`src/sv/wts_pkg.sv`:
```
// ----------------------------------------------------------------------------
// wts_pkg
// Shared types and constants of the wavetable sound and IRQ unit.
// ----------------------------------------------------------------------------
package wts_pkg;

    localparam int RamDepth = 128;
    localparam int RamAw    = 7;
    localparam int ChW      = 3;
    localparam int PhW      = 21;

    localparam logic [PhW-1:0]   PhaseLimit = 21'h0F0000;
    localparam logic [14:0]      CountTop   = 15'h7FFF;
    localparam logic [RamAw-1:0] CntAddr    = 7'h7F;

    localparam logic [2:0] OFS_FREQ_LO  = 3'd0;
    localparam logic [2:0] OFS_FREQ_MID = 3'd2;
    localparam logic [2:0] OFS_CTRL     = 3'd4;
    localparam logic [2:0] OFS_WAVE     = 3'd6;
    localparam logic [2:0] OFS_VOL      = 3'd7;

    typedef enum logic [1:0] {
        CMD_TICK  = 2'd0,
        CMD_WRITE = 2'd1,
        CMD_READ  = 2'd2,
        CMD_NOP   = 2'd3
    } t_cmd;

    typedef enum logic [1:0] {
        SEL_DATA   = 2'd0,
        SEL_CNT_LO = 2'd1,
        SEL_CNT_HI = 2'd2,
        SEL_ADDR   = 2'd3
    } t_sel;

    typedef struct packed {
        logic [1:0] cmd;
        logic [1:0] reg_sel;
        logic [7:0] wdata;
    } t_in_item;

    typedef struct packed {
        logic [7:0]        rdata;
        logic signed [7:0] sample;
        logic              irq;
    } t_out_item;

    typedef struct packed {
        logic [7:0] freq_lo;
        logic [7:0] freq_mid;
        logic [4:0] ctrl;
        logic [7:0] wave;
        logic [3:0] vol;
    } t_chan_par;

    typedef struct packed {
        logic [ChW-1:0]   samp_idx;
        logic [ChW-1:0]   adv_ch;
        logic             ovf;
        logic [3:0]       vol;
        logic             nib_hi;
        logic [RamAw-1:0] wave_addr;
    } t_tick_info;

    typedef struct packed {
        logic       is_tick;
        logic       is_ram_rd;
        logic [7:0] rd_byte;
        logic       irq;
        t_tick_info tick;
    } t_stage;

endpackage

```
`src/sv/wts_sram.sv`:
```
// ----------------------------------------------------------------------------
// wts_sram
// Sound RAM with address port, auto-increment and channel register shadows.
// ----------------------------------------------------------------------------
module wts_sram #(
    parameter int NUM_CHANNELS = 8
) (
    input  logic                     i_clk,
    input  logic                     i_rst_n,
    input  logic                     i_acc,
    input  wts_pkg::t_in_item        i_item,
    input  logic [wts_pkg::RamAw-1:0] i_wave_addr,
    input  logic [wts_pkg::ChW-1:0]  i_ch,
    output wts_pkg::t_chan_par       o_par,
    output logic [2:0]               o_cnt,
    output logic [7:0]               o_rd_data
);
    import wts_pkg::*;

    localparam int CW = (NUM_CHANNELS > 1) ? $clog2(NUM_CHANNELS) : 1;

    logic [7:0]          r_mem [RamDepth];
    logic [RamDepth-1:0] r_ram_vld;
    logic [7:0]          r_rd_byte;
    logic                r_rd_vld;
    logic [RamAw-1:0]    r_port_addr;
    logic                r_autoinc;
    logic [2:0]          r_cnt;
    t_chan_par           r_par [NUM_CHANNELS];

    logic             data_acc;
    logic             we;
    logic             re;
    logic [RamAw-1:0] raddr;
    logic [2:0]       sh_ch;
    logic             sh_hit;

    always_comb begin
        data_acc = i_acc && (i_item.reg_sel == SEL_DATA) &&
                   ((i_item.cmd == CMD_WRITE) || (i_item.cmd == CMD_READ));
        we       = data_acc && (i_item.cmd == CMD_WRITE);
        re       = i_acc && ((i_item.cmd == CMD_TICK) ||
                   ((i_item.cmd == CMD_READ) && (i_item.reg_sel == SEL_DATA)));
        raddr    = (i_item.cmd == CMD_TICK) ? i_wave_addr : r_port_addr;
        sh_ch    = ~r_port_addr[5:3];
        sh_hit   = r_port_addr[6] && ({1'b0, sh_ch} < 4'(NUM_CHANNELS));
    end

    always_ff @(posedge i_clk) begin
        if (we) begin
            r_mem[r_port_addr] <= i_item.wdata;
        end
        if (re) begin
            r_rd_byte <= r_mem[raddr];
        end
    end

    always_ff @(posedge i_clk) begin
        if (!i_rst_n) begin
            r_ram_vld   <= '0;
            r_rd_vld    <= 1'b0;
            r_port_addr <= '0;
            r_autoinc   <= 1'b0;
            r_cnt       <= '0;
            for (int i = 0; i < NUM_CHANNELS; i++) begin
                r_par[i] <= '0;
            end
        end else begin
            if (re) begin
                r_rd_vld <= r_ram_vld[raddr];
            end
            if (data_acc && r_autoinc) begin
                r_port_addr <= r_port_addr + 1'b1;
            end
            if (i_acc && (i_item.cmd == CMD_WRITE) && (i_item.reg_sel == SEL_ADDR)) begin
                r_autoinc   <= i_item.wdata[7];
                r_port_addr <= i_item.wdata[RamAw-1:0];
            end
            if (we) begin
                r_ram_vld[r_port_addr] <= 1'b1;
                if (r_port_addr == CntAddr) begin
                    r_cnt <= i_item.wdata[6:4];
                end
                if (sh_hit) begin
                    case (r_port_addr[2:0])
                        OFS_FREQ_LO:  r_par[sh_ch[CW-1:0]].freq_lo  <= i_item.wdata;
                        OFS_FREQ_MID: r_par[sh_ch[CW-1:0]].freq_mid <= i_item.wdata;
                        OFS_CTRL:     r_par[sh_ch[CW-1:0]].ctrl     <= i_item.wdata[4:0];
                        OFS_WAVE:     r_par[sh_ch[CW-1:0]].wave     <= i_item.wdata;
                        OFS_VOL:      r_par[sh_ch[CW-1:0]].vol      <= i_item.wdata[3:0];
                        default: ;
                    endcase
                end
            end
        end
    end

    assign o_par     = r_par[i_ch[CW-1:0]];
    assign o_cnt     = r_cnt;
    assign o_rd_data = r_rd_vld ? r_rd_byte : 8'h00;

endmodule

```
`src/sv/wts_voice.sv`:
```
// ----------------------------------------------------------------------------
// wts_voice
// Channel sequencer: picks the next active channel and steps its phase and
// wave position.
// ----------------------------------------------------------------------------
module wts_voice #(
    parameter int NUM_CHANNELS = 8
) (
    input  logic                    i_clk,
    input  logic                    i_rst_n,
    input  logic                    i_acc,
    input  logic                    i_tick,
    input  logic [2:0]              i_cnt,
    input  wts_pkg::t_chan_par      i_par,
    output logic [wts_pkg::ChW-1:0] o_ch,
    output wts_pkg::t_tick_info     o_tick
);
    import wts_pkg::*;

    localparam int         CW     = (NUM_CHANNELS > 1) ? $clog2(NUM_CHANNELS) : 1;
    localparam logic [3:0] LastCh = 4'(NUM_CHANNELS - 1);

    logic [PhW-1:0] r_phase [NUM_CHANNELS];
    logic [5:0]     r_steps [NUM_CHANNELS];
    logic [7:0]     r_wpos  [NUM_CHANNELS];
    logic [ChW-1:0] r_out_idx;

    logic [3:0]     active;
    logic [3:0]     nxt;
    logic [ChW-1:0] ch;
    logic [PhW-1:0] sum;
    logic           ovf;
    logic [PhW-1:0] n_phase;
    logic [5:0]     n_steps;
    logic [7:0]     n_wpos;

    always_comb begin
        active = ({1'b0, i_cnt} > LastCh) ? LastCh : {1'b0, i_cnt};
        nxt    = {1'b0, r_out_idx} + 4'd1;
        if (nxt > active) begin
            nxt = 4'd0;
        end
        ch      = nxt[ChW-1:0];
        sum     = r_phase[ch[CW-1:0]] + PhW'({i_par.ctrl[1:0], i_par.freq_mid, i_par.freq_lo});
        ovf     = sum > PhaseLimit;
        n_phase = ovf ? (sum - PhaseLimit) : sum;
        n_steps = r_steps[ch[CW-1:0]];
        n_wpos  = r_wpos[ch[CW-1:0]];
        if (ovf) begin
            if (r_steps[ch[CW-1:0]] <= 6'd1) begin
                n_wpos  = i_par.wave;
                n_steps = 6'd32 - {1'b0, i_par.ctrl[4:2], 2'b00};
            end else begin
                n_steps = r_steps[ch[CW-1:0]] - 6'd1;
                n_wpos  = r_wpos[ch[CW-1:0]] + 8'd1;
            end
        end
        o_ch             = ch;
        o_tick.samp_idx  = r_out_idx;
        o_tick.adv_ch    = ch;
        o_tick.ovf       = ovf;
        o_tick.vol       = i_par.vol;
        o_tick.nib_hi    = n_wpos[0];
        o_tick.wave_addr = n_wpos[7:1];
    end

    always_ff @(posedge i_clk) begin
        if (!i_rst_n) begin
            r_out_idx <= '0;
            for (int i = 0; i < NUM_CHANNELS; i++) begin
                r_phase[i] <= '0;
                r_steps[i] <= '0;
                r_wpos[i]  <= '0;
            end
        end else if (i_acc && i_tick) begin
            r_out_idx           <= ch;
            r_phase[ch[CW-1:0]] <= n_phase;
            r_steps[ch[CW-1:0]] <= n_steps;
            r_wpos[ch[CW-1:0]]  <= n_wpos;
        end
    end

endmodule

```
`src/sv/wts_irq.sv`:
```
// ----------------------------------------------------------------------------
// wts_irq
// 15-bit saturating tick counter with enable and interrupt flag.
// ----------------------------------------------------------------------------
module wts_irq (
    input  logic              i_clk,
    input  logic              i_rst_n,
    input  logic              i_acc,
    input  wts_pkg::t_in_item i_item,
    output logic [7:0]        o_rd_byte,
    output logic              o_irq_next
);
    import wts_pkg::*;

    logic [14:0] r_count;
    logic        r_enable;
    logic        r_flag;

    logic [14:0] n_count;
    logic        n_enable;
    logic        n_flag;
    logic        cnt_sel;

    always_comb begin
        n_count   = r_count;
        n_enable  = r_enable;
        n_flag    = r_flag;
        o_rd_byte = 8'h00;
        cnt_sel   = (i_item.reg_sel == SEL_CNT_LO) || (i_item.reg_sel == SEL_CNT_HI);
        case (i_item.cmd)
            CMD_TICK: begin
                if (r_enable && (r_count != CountTop)) begin
                    n_count = r_count + 15'd1;
                    if (n_count == CountTop) begin
                        n_flag = 1'b1;
                    end
                end
            end
            CMD_WRITE: begin
                if (cnt_sel) begin
                    n_flag = 1'b0;
                end
                if (i_item.reg_sel == SEL_CNT_LO) begin
                    n_count[7:0] = i_item.wdata;
                end else if (i_item.reg_sel == SEL_CNT_HI) begin
                    n_enable      = i_item.wdata[7];
                    n_count[14:8] = i_item.wdata[6:0];
                end
            end
            CMD_READ: begin
                if (cnt_sel) begin
                    n_flag = 1'b0;
                end
                if (i_item.reg_sel == SEL_CNT_LO) begin
                    o_rd_byte = r_count[7:0];
                end else if (i_item.reg_sel == SEL_CNT_HI) begin
                    o_rd_byte = {r_enable, r_count[14:8]};
                end
            end
            default: ;
        endcase
        o_irq_next = n_flag;
    end

    always_ff @(posedge i_clk) begin
        if (!i_rst_n) begin
            r_count  <= '0;
            r_enable <= 1'b0;
            r_flag   <= 1'b0;
        end else if (i_acc) begin
            r_count  <= n_count;
            r_enable <= n_enable;
            r_flag   <= n_flag;
        end
    end

endmodule

```
`src/sv/wavetable_sound_irq_unit.sv`:
```
// ----------------------------------------------------------------------------
// wavetable_sound_irq_unit
// Eight-channel wavetable sound unit with IRQ counter, one bus access or
// CPU tick per transaction.
//
//   channel   direction   handshake            payload
//   item      in          i_valid / o_ready    i_item   (cmd, reg_sel, wdata)
//   result    out         o_valid / i_ready    o_result (rdata, sample, irq)
//
// One transaction per cycle while the result side does not stall; the accept
// updates state and issues the single sound RAM read, and the result register
// then forms the result from the registered RAM data. Reset clears the valid
// flags and state; the RAM has per-byte valid bits, so there is no clearing
// pass. A stalled result register holds the middle stage and lowers o_ready.
// ----------------------------------------------------------------------------
module wavetable_sound_irq_unit #(
    parameter int NUM_CHANNELS = 8
) (
    input  logic               i_clk,
    input  logic               i_rst_n,
    input  logic               i_valid,
    output logic               o_ready,
    input  wts_pkg::t_in_item  i_item,
    output logic               o_valid,
    input  logic               i_ready,
    output wts_pkg::t_out_item o_result
);
    import wts_pkg::*;

    localparam int CW = (NUM_CHANNELS > 1) ? $clog2(NUM_CHANNELS) : 1;

    logic              r_s1_vld;
    t_stage            r_s1;
    logic              r_o_vld;
    t_out_item         r_out;
    logic signed [7:0] r_level [NUM_CHANNELS];

    logic              in_acc;
    logic              s1_adv;
    logic              is_tick;
    logic [ChW-1:0]    ch;
    t_chan_par         par;
    logic [2:0]        cnt;
    t_tick_info        tick;
    logic [7:0]        ram_data;
    logic [7:0]        irq_byte;
    logic              irq_next;
    logic [3:0]        nib;
    logic signed [4:0] nib_s;
    logic signed [9:0] prod;
    t_out_item         n_out;
    t_stage            n_s1;

    assign s1_adv  = r_s1_vld && (!r_o_vld || i_ready);
    assign o_ready = !r_s1_vld || s1_adv;
    assign in_acc  = i_valid && o_ready;
    assign is_tick = (i_item.cmd == CMD_TICK);

    wts_sram #(
        .NUM_CHANNELS(NUM_CHANNELS)
    ) u_sram (
        .i_clk      (i_clk),
        .i_rst_n    (i_rst_n),
        .i_acc      (in_acc),
        .i_item     (i_item),
        .i_wave_addr(tick.wave_addr),
        .i_ch       (ch),
        .o_par      (par),
        .o_cnt      (cnt),
        .o_rd_data  (ram_data)
    );

    wts_voice #(
        .NUM_CHANNELS(NUM_CHANNELS)
    ) u_voice (
        .i_clk  (i_clk),
        .i_rst_n(i_rst_n),
        .i_acc  (in_acc),
        .i_tick (is_tick),
        .i_cnt  (cnt),
        .i_par  (par),
        .o_ch   (ch),
        .o_tick (tick)
    );

    wts_irq u_irq (
        .i_clk     (i_clk),
        .i_rst_n   (i_rst_n),
        .i_acc     (in_acc),
        .i_item    (i_item),
        .o_rd_byte (irq_byte),
        .o_irq_next(irq_next)
    );

    always_comb begin
        n_s1.is_tick   = is_tick;
        n_s1.is_ram_rd = (i_item.cmd == CMD_READ) && (i_item.reg_sel == SEL_DATA);
        n_s1.rd_byte   = irq_byte;
        n_s1.irq       = irq_next;
        n_s1.tick      = tick;

        nib   = r_s1.tick.nib_hi ? ram_data[7:4] : ram_data[3:0];
        nib_s = $signed({1'b0, nib}) - 5'sd8;
        prod  = $signed({1'b0, r_s1.tick.vol}) * nib_s;

        n_out.rdata  = r_s1.is_ram_rd ? ram_data : r_s1.rd_byte;
        n_out.sample = r_s1.is_tick ? r_level[r_s1.tick.samp_idx[CW-1:0]] : 8'sd0;
        n_out.irq    = r_s1.irq;
    end

    always_ff @(posedge i_clk) begin
        if (in_acc) begin
            r_s1 <= n_s1;
        end
        if (s1_adv) begin
            r_out <= n_out;
        end
    end

    always_ff @(posedge i_clk) begin
        if (!i_rst_n) begin
            r_s1_vld <= 1'b0;
            r_o_vld  <= 1'b0;
            for (int i = 0; i < NUM_CHANNELS; i++) begin
                r_level[i] <= '0;
            end
        end else begin
            if (in_acc) begin
                r_s1_vld <= 1'b1;
            end else if (s1_adv) begin
                r_s1_vld <= 1'b0;
            end
            if (s1_adv) begin
                r_o_vld <= 1'b1;
            end else if (i_ready) begin
                r_o_vld <= 1'b0;
            end
            if (s1_adv && r_s1.is_tick && r_s1.tick.ovf) begin
                r_level[r_s1.tick.adv_ch[CW-1:0]] <= prod[7:0];
            end
        end
    end

    assign o_valid  = r_o_vld;
    assign o_result = r_out;

endmodule

```
`config.mk`:
```
export PLATFORM = sky130hd
export DESIGN_NAME = wavetable_sound_irq_unit
export DESIGN_NICKNAME = d
export VERILOG_FILES = /design/src/sv/wts_pkg.sv /design/src/sv/wts_sram.sv /design/src/sv/wts_voice.sv /design/src/sv/wts_irq.sv /design/src/sv/wavetable_sound_irq_unit.sv
export SDC_FILE = /design/constraint.sdc
export NUM_CORES = 2
export LEC_CHECK = 0
export ABC_CLOCK_PERIOD_IN_PS = 17950
export BUFFER_PORTS_ARGS = -buffer_cell sky130_fd_sc_hd__buf_2
export CAP_MARGIN = 40
export CELL_PAD_IN_SITES_DETAIL_PLACEMENT = 0
export CELL_PAD_IN_SITES_GLOBAL_PLACEMENT = 1
export CORE_ASPECT_RATIO = 0.7
export CORE_MARGIN = 5
export CORE_UTILIZATION = 50
export DETAILED_ROUTE_END_ITERATION = 7
export PLACE_DENSITY_LB_ADDON = 0.1
export SYNTH_ARGS = -nofsm -noshare
export SYNTH_HDL_FRONTEND = slang
export SYNTH_SLANG_ARGS = --single-unit
```
`constraint.sdc`:
```
create_clock -name i_clk -period 17.95 [get_ports i_clk]
set_input_delay 3.59 -clock i_clk [delete_from_list [all_inputs] [get_ports i_clk]]
set_output_delay 3.59 -clock i_clk [all_outputs]
set_load 0.05 [all_outputs]
```
# --- Yosys cells after proc, flatten, opt, wreduce, memory -nomap -nowiden ---
# Memory sizes are Yosys's and may differ from the RTL's. A register that Yosys moved wholly into a read port is not among the register bits.
# Cells that the tools add are included.
op_classes:
  mul: 1
  n_reduce_logical: 40
  bitwise_logic: 3
  magnitude_cmp: 6
  n_mux: 80
  add_sub_neg: 9
  n_eq_ne: 16
ops:
  columns: ["operator", "count"]
  rows:
  - ["OR 128 bit", 1]
  - ["two-way mux 8 bit", 9]
  - ["two-way mux 1 bit", 47]
  - ["two-way mux 21 bit", 2]
  - ["two-way mux 7 bit", 5]
  - ["two-way mux 33 bit", 1]
  - ["OR reduction 33 bit", 1]
  - ["one-hot mux 15 bit (2 select lines)", 1]
  - ["adder 21 x 18 -> 21 bit", 1]
  - ["greater-than comparator 21 x 20 -> 1 bit (second input constant)", 1]
  - ["OR reduction 21 bit", 1]
  - ["subtractor 21 x 20 -> 21 bit (second input constant)", 1]
  - ["two-way mux 3 bit", 6]
  - ["two-way mux 6 bit", 3]
  - ["less-than comparator 7 x 8 -> 1 bit (second input constant)", 2]
  - ["OR reduction 8 bit", 2]
  - ["adder 15 x 1 -> 15 bit (second input constant)", 1]
  - ["== test 15 bit (second input constant)", 1]
  - ["logical AND 1 bit", 15]
  - ["two-way mux 15 bit", 1]
  - ["inequality test 15 bit (second input constant)", 1]
  - ["== test 3 bit (second input constant)", 3]
  - ["adder 8 x 1 -> 8 bit (second input constant)", 1]
  - ["multiplier 5 x 5 -> 8 bit", 1]
  - ["31 further kinds", 47]
totals:
  elab_cells: 184
  mem_count: 6
  ramBits: 1632
  in_bits: 16
  ff_bits: 194
  output_inout_bits: 19
mem_list:
  columns: ["memory", "depth", "word_bits", "rd", "rd_ports_with_merged_regs", "write_ports", "line_no", "text"]
  rows:
  - ["u_sram.r_mem", 128, 8, 1, 1, 1, "wts_sram.sv:22", "logic [7:0] r_mem [RamDepth];"]
  - ["u_sram.r_par", 8, 33, 1, 0, 8, "wts_sram.sv:29", "t_chan_par r_par [NUM_CHANNELS];"]
  - ["u_voice.r_phase", 8, 21, 1, 0, 8, "wts_voice.sv:23", "logic [PhW-1:0] r_phase [NUM_CHANNELS];"]
  - ["r_level", 8, 8, 1, 1, 8, "wavetable_sound_irq_unit.sv:36", "logic signed [7:0] r_level [NUM_CHANNELS];"]
  - ["u_voice.r_wpos", 8, 8, 1, 0, 8, "wts_voice.sv:25", "logic [7:0] r_wpos [NUM_CHANNELS];"]
  - ["u_voice.r_steps", 8, 6, 1, 0, 8, "wts_voice.sv:24", "logic [5:0] r_steps [NUM_CHANNELS];"]

# --- Depth between registers and ports, before layout ---
logic_depth:
  depth_word: 13
  depth_mapped: 49
  ltp_nobuf: 38

# --- Hierarchy ---
# From an unflattened synthesis, not the netlist that was laid out.
unflattened:
  cells_unflattened: 5336
  hier_area_um2: 78840.6
by_module_without_submodules:
  columns: ["mod", "instances", "area_each_um2", "cells_each", "seq_area_each_um2"]
  rows:
  - ["wts_sram", 1, 57969.3, 3498, 41720.0]
  - ["wts_voice", 1, 14159.8, 1242, 8468.1]
  - ["wavetable_sound_irq_unit", 1, 5044.8, 369, 3163.0]
  - ["wts_irq", 1, 1666.6, 227, 340.3]

# --- Worst setup path after synthesis ---
# Ideal clock, no wire load.
synth_timing:
  kind: "reg-to-reg"
  from: "reg u_voice.r_out_idx[0]"
  to: "reg u_sram.r_rd_byte[6] (read register of u_sram.r_mem), data pin"
  required_ns: 17.686
  arrival_time_ns: 10.252
  slack_ns: 7.434
  stages_incl_launch_ff: 50
  synth_period_minus_slack_ns: 10.516
  setup_time_ns: 0.264
  path_buffers: 12
  cell_sequence: "dfxtp_1 -> ha_1 -> xnor2_1 -> inv_2 -> ha_1 -> and3_1 -> o21a_1 -> buf_2 -> nor2_4 -> buf_2 -> buf_1 -> clkbuf_1 -> clkbuf_1 -> buf_1 -> clkbuf_1 -> clkbuf_1 -> clkbuf_1 -> nand2_1 -> [14 not listed] -> ha_1 -> and3_1 -> and3_1 -> o2111ai_1 -> and4b_1 -> nand4_1 -> clkbuf_1 -> nand3_1 -> o22ai_1 -> a211o_1 -> buf_4 -> clkbuf_1 -> a211oi_1 -> a31oi_1 -> a22oi_1 -> nand2_1 -> a22oi_1 -> a22oi_1"
synth_between:
  elab_chain_len: 8
  elab_cells_between_ends: 14
  classes_between: "add/sub (3); order compare (3); mux (4); memory (4)"
synth_lines:
  columns: ["item", "line_no", "text"]
  rows:
  - ["start: declaration", "wts_voice.sv:26", "logic [ChW-1:0] r_out_idx;"]
  - ["start signal: assignment", "wts_voice.sv:76", "r_out_idx <= ch;"]
  - ["adder 3 x 1 -> 4 bit (*)", "wts_voice.sv:39", "nxt = {1'b0, r_out_idx} + 4'd1;"]
  - ["greater-than comparator 4 x 3 -> 1 bit", "wts_voice.sv:40", "if (nxt > active) begin"]
  - ["two-way mux 3 bit (*)", "wts_voice.sv:40", null]
  - ["memory read (8 x 21 bit), or another cell as far along", null, null]
  - ["adder 21 x 18 -> 21 bit, or another cell as far along", "wts_voice.sv:44", "sum = r_phase[ch[CW-1:0]] + PhW'({i_par.ctrl[1:0], i_par.freq_mid, i_par.freq_lo});"]
  - ["greater-than comparator 21 x 20 -> 1 bit / two-way mux 8 bit (equally long branches)", "wts_voice.sv:45, wts_voice.sv:50", null]
  - ["two-way mux 8 bit (*)", "wts_voice.sv:49", "if (ovf) begin"]
  - ["two-way mux 7 bit (*)", "wts_sram.sv:44", "raddr = (i_item.cmd == CMD_TICK) ? i_wave_addr : r_port_addr;"]
  - ["end: declaration", "wts_sram.sv:24", "logic [7:0] r_rd_byte;"]
# Mark *: on every way between the ends. The rest lies on a longest branch, timed or not.
# A chain may end at the register's enable or synchronous reset.

# --- Worst setup path in the final report ---
layout_timing:
  from: "reg u_voice.r_out_idx[0]"
  to: "reg u_sram.r_rd_vld"
layout_between:
  elab_chain_len: 10
  elab_cells_between_ends: 16
  classes_between: "add/sub (3); order compare (3); mux (6); memory (4)"
layout_lines:
  columns: ["item", "line_no", "text"]
  rows:
  - ["adder 3 x 1 -> 4 bit (*)", "wts_voice.sv:39", null]
  - ["greater-than comparator 4 x 3 -> 1 bit", "wts_voice.sv:40", null]
  - ["two-way mux 3 bit (*)", "wts_voice.sv:40", null]
  - ["memory read (8 x 21 bit), or another cell as far along", null, null]
  - ["adder 21 x 18 -> 21 bit, or another cell as far along", "wts_voice.sv:44", null]
  - ["greater-than comparator 21 x 20 -> 1 bit / two-way mux 8 bit (equally long branches)", "wts_voice.sv:45, wts_voice.sv:50", null]
  - ["two-way mux 8 bit (*)", "wts_voice.sv:49", null]
  - ["two-way mux 7 bit (*)", "wts_sram.sv:44", null]
  - ["binary-select mux 1 bit (select 7 bit) (*)", "wts_sram.sv:70", "r_rd_vld <= r_ram_vld[raddr];"]
  - ["two-way mux 1 bit (implied by the code) (*)", "wts_sram.sv:70", null]
  - ["end signal: assignment", "wts_sram.sv:70", null]
  - ["end: declaration", "wts_sram.sv:25", "logic r_rd_vld;"]
# Mark *: on every way between the ends. The rest lies on a longest branch, timed or not. The select of a mux whose other input is x is not followed.

==> flow_metrics.py <==
metrics = {
    "run_status": {
        "status": "finished, final reports clean",
    },
    "global_route": {
        "antenna_found_initial": 8,
        "grt-ovfl-total": 0,
        "grt_pass1_wl_mm": 352,
        "grt_start_max_net_pins": 173,
        "grt_pass1_vias": 51331,
        "grt.total_usage_pct": 28.1,
    },
    "clock_tree": {
        "cts_buffers": 176,
        "cts_buffer_depth": 3,
        "clockRootBuffer": "clkbuf_16",
        "clock-sinks": 1842,
        "cts.repair.resized": 0,
        "postCtsSetupRepairBufs": 0,
        "clock_latency_ps": 840,
        "cts_tree": "yes",
        "clk_pin_slew_ps": 60,
        "holdBufCountCts": 0,
        "htreeDepth": 4,
    },
    "logic_synthesis": {
        "synth_seq_area_share_pct": 67.5,
        "syn_area_sq_um": 79500,
        "synthFlopType": "edfxtp_1",
        "ys_warn_count": 0,
        "synth_xor_area_share_pct": 0.385,
        "syn_nets": 6568,
        "synthMuxAreaShare_pct": 2.09,
        "synthSimpleGateAreaFrac_pct": 14.2,
        "synth-compound-area-share_pct": 11.9,
        "avgSynthCellArea_sq_um": 12.3,
        "synth_adder_area_share_pct": 1.10,
        "ys_types": 87,
        "ys_ff_latch": 1842,
        "synth_enable_flop_cells": 1680,
        "synth_async_sr_flop_share_pct": 0,
        "synthCells": 6487,
        "synth_top_family_by_area": "simple AND/OR/NAND/NOR gates",
    },
    "place": {
        "port_buffers": 34,
        "place.gp.congestion": 0.841,
        "dp.cells": 8419,
        "dp_hpwl_mm": 145,
        "place_ws_ps": 5090,
    },
    "critical_path": {
        "critical_path_class": "flip-flop to flip-flop",
        "path_max_fanout": 122,
        "critPathMaxStageDelay_ps": 730,
        "startpoint_type": "flip-flop",
        "worst_setup_path_end_kind": "flip-flop",
        "slowest_stage": "nand2_8",
        "cp.required_ps": 18620,
        "cpMostUsedCell": "buf_4",
        "arrival_ps": 13590,
        "reg2reg_depth": 39,
    },
    "sta": {
        "finalHoldViolCount": 0,
        "worst_slew_pin_slew_ps": 949,
        "slew_viol_final": 0,
        "setup_violations": 0,
        "post-route-period-util_pct": 72.0,
        "setup-tns-final_ps": 0,
        "finalWorstSetupSlack_ps": 5030,
        "fin_crit_ps": 12920,
        "skew_ps": 26.4,
        "max_freq_mhz": 77.4,
        "rsz0062_at_grt": "false",
        "relSlewSlack_pct": 36.1,
    },
    "floorplanning": {
        "dieHeight_microns": 344,
        "rows": 122,
        "io_pins": 35,
        "die-width_microns": 487,
        "fp.dieArea_sq_um": 167000,
        "initial_core_util_pct": 50.3,
        "fp.coreArea_sq_um": 158000,
    },
    "layout": {
        "syn2layout_area_growth_pct": 11.4,
        "fill_cells": 13151,
        "layout_common_cells": "edfxtp_1 (1,680), nand2_1 (1,037), nor2_1 (612)",
        "stdcell_count": 8757,
        "nets": 6577,
        "layout-drive-gt1-share_pct": 10.2,
        "final_common_cell": "edfxtp_1",
        "antenna_cells": 0,
    },
    "power": {
        "power.leakage_nw": 30.9,
        "p_per_area_nw_per_um2": 102,
        "pwr-share-clk_pct": 40.4,
        "p_int_mw": 6.89,
        "comb_power_share_pct": 7.3,
        "p_sw_mw": 2.19,
        "ir_drop_mv": 0.0907,
        "pwr-share-seq_pct": 52.4,
        "switching_share_pct": 24.1,
    },
    "min_path": {
        "hold_class": "flip-flop to flip-flop",
        "min_delay_path_depth": 1,
    },
    "routing": {
        "first_pass_iters": 6,
        "ant_nets": 0,
        "drc_errors": 0,
        "via_per_inst": 6.21,
        "routed_wl_mm": 238,
        "drt_iter0_markers": 6824,
        "wl_per_cell_microns": 27.2,
        "vias": 54417,
    },
    "run": {
        "cap_violations": 0,
    },
}
routing by layer:
layer,GRT usage (%),part of all wire [%],vias to the layer above
li1,-,-,24184
met1,44.5,46,27472
met2,40.0,42,2467
met3,6.04,10,292
met4,5.92,1.8,2
met5,0,0.0055,-
worst paths after layout:
check / start / end / slack, ps
worst min-delay path: u_sram.r_ram_vld[99]$_SDFFE_PN0P_ / u_sram.r_ram_vld[99]$_SDFFE_PN0P_ / 460
worst max register to register: u_voice.r_out_idx[0]$_SDFFE_PN0P_ / u_sram.r_rd_vld$_SDFFE_PN0P_ / 5030
worst max-delay path: u_voice.r_out_idx[0]$_SDFFE_PN0P_ / u_sram.r_rd_vld$_SDFFE_PN0P_ / 5030
worst min register to register: u_sram.r_ram_vld[99]$_SDFFE_PN0P_ / u_sram.r_ram_vld[99]$_SDFFE_PN0P_ / 460
power by group through the flow:
stage / sequential (mW) / combinational, mW / clock [mW]
2_1_floorplan: 4.84 / 0.377 / 0
3_3_place_gp: 4.84 / 0.643 / 0
3_5_place_dp: 4.84 / 0.654 / 0
4_1_cts: 4.75 / 0.656 / 3.72
5_1_grt: 4.75 / 0.705 / 3.90
6_report: 4.75 / 0.659 / 3.66
area by class of cell:
class                   instances  area, sq um  share of cell area (%)
multi-input cells            4080        23800                    26.9
flip-flops and latches       1842        53700                    60.6
inverters                      70          270                   0.305
clock inverters                96          801                   0.904
repair buffers                326         2590                    2.92
well taps                    2108         2640                    2.98
clock buffers                 235         4820                    5.44
cells in the mapped netlist, types with 57 or more instances:
cell / instances / area (sq um)
dfxtp_1: 162 / 3240
a22oi_1: 69 / 518
and3_1: 328 / 2050
edfxtp_1: 1680 / 50400
and2_1: 208 / 1300
nand2_1: 1053 / 3950
ha_1: 57 / 713
a21oi_1: 222 / 1110
o21a_1: 133 / 998
nand3_1: 101 / 505
clkbuf_1: 341 / 1280
nor3_1: 68 / 340
inv_1: 63 / 236
a211oi_1: 272 / 2040
mux2i_1: 110 / 1100
a311oi_1: 171 / 1500
buf_2: 87 / 435
a31oi_1: 117 / 732
nor2_1: 614 / 2300
o21ai_0: 164 / 821
state kept, by name, indices dropped and copies added (netlist names), 15 cells and up:
name and cells:
o_result 17, r_level 64, r_s1 22, u_irq.r_count 15, u_sram.r_mem 1024, u_sram.r_par 264
u_sram.r_ram_vld 128, u_voice.r_phase 168, u_voice.r_steps 48, u_voice.r_wpos 64
through the flow:
step	cell area, sq um	total power [mW]	utilization [%]	hold WS, ps
after floorplan	79500	5.22	-	400
after global placement	81700	5.49	51.7	409
after detailed placement	82900	5.50	52.4	445
after CTS	88500	9.13	56.0	459
after global routing	88600	9.36	56.0	465
final	88600	9.07	56.0	459
cell families after synthesis:
| family | after synthesis |
|---|---|
| DFF | 1842 |
| and+or+nand+nor | 2490 |
| buffers and inverters | 565 |
| xor gates and xnor gates | 35 |
| adders and majority gates | 65 |
| muxes | 139 |
| AOI/OAI and AO/OA | 1351 |
critical path, delay by kind of cell (launching register included):
| kind | cells | cell delay (ps) |
|---|---|---|
| DFF | 1 | 420 |
| xor gates and xnor gates | 1 | 320 |
| muxes | 2 | 1230 |
| buffers and inverters | 8 | 2620 |
| AOI/OAI and AO/OA | 11 | 3000 |
| adders and majority gates | 4 | 1190 |
| and+or+nand+nor | 13 | 3480 |
(Power assumes the default switching activity.)
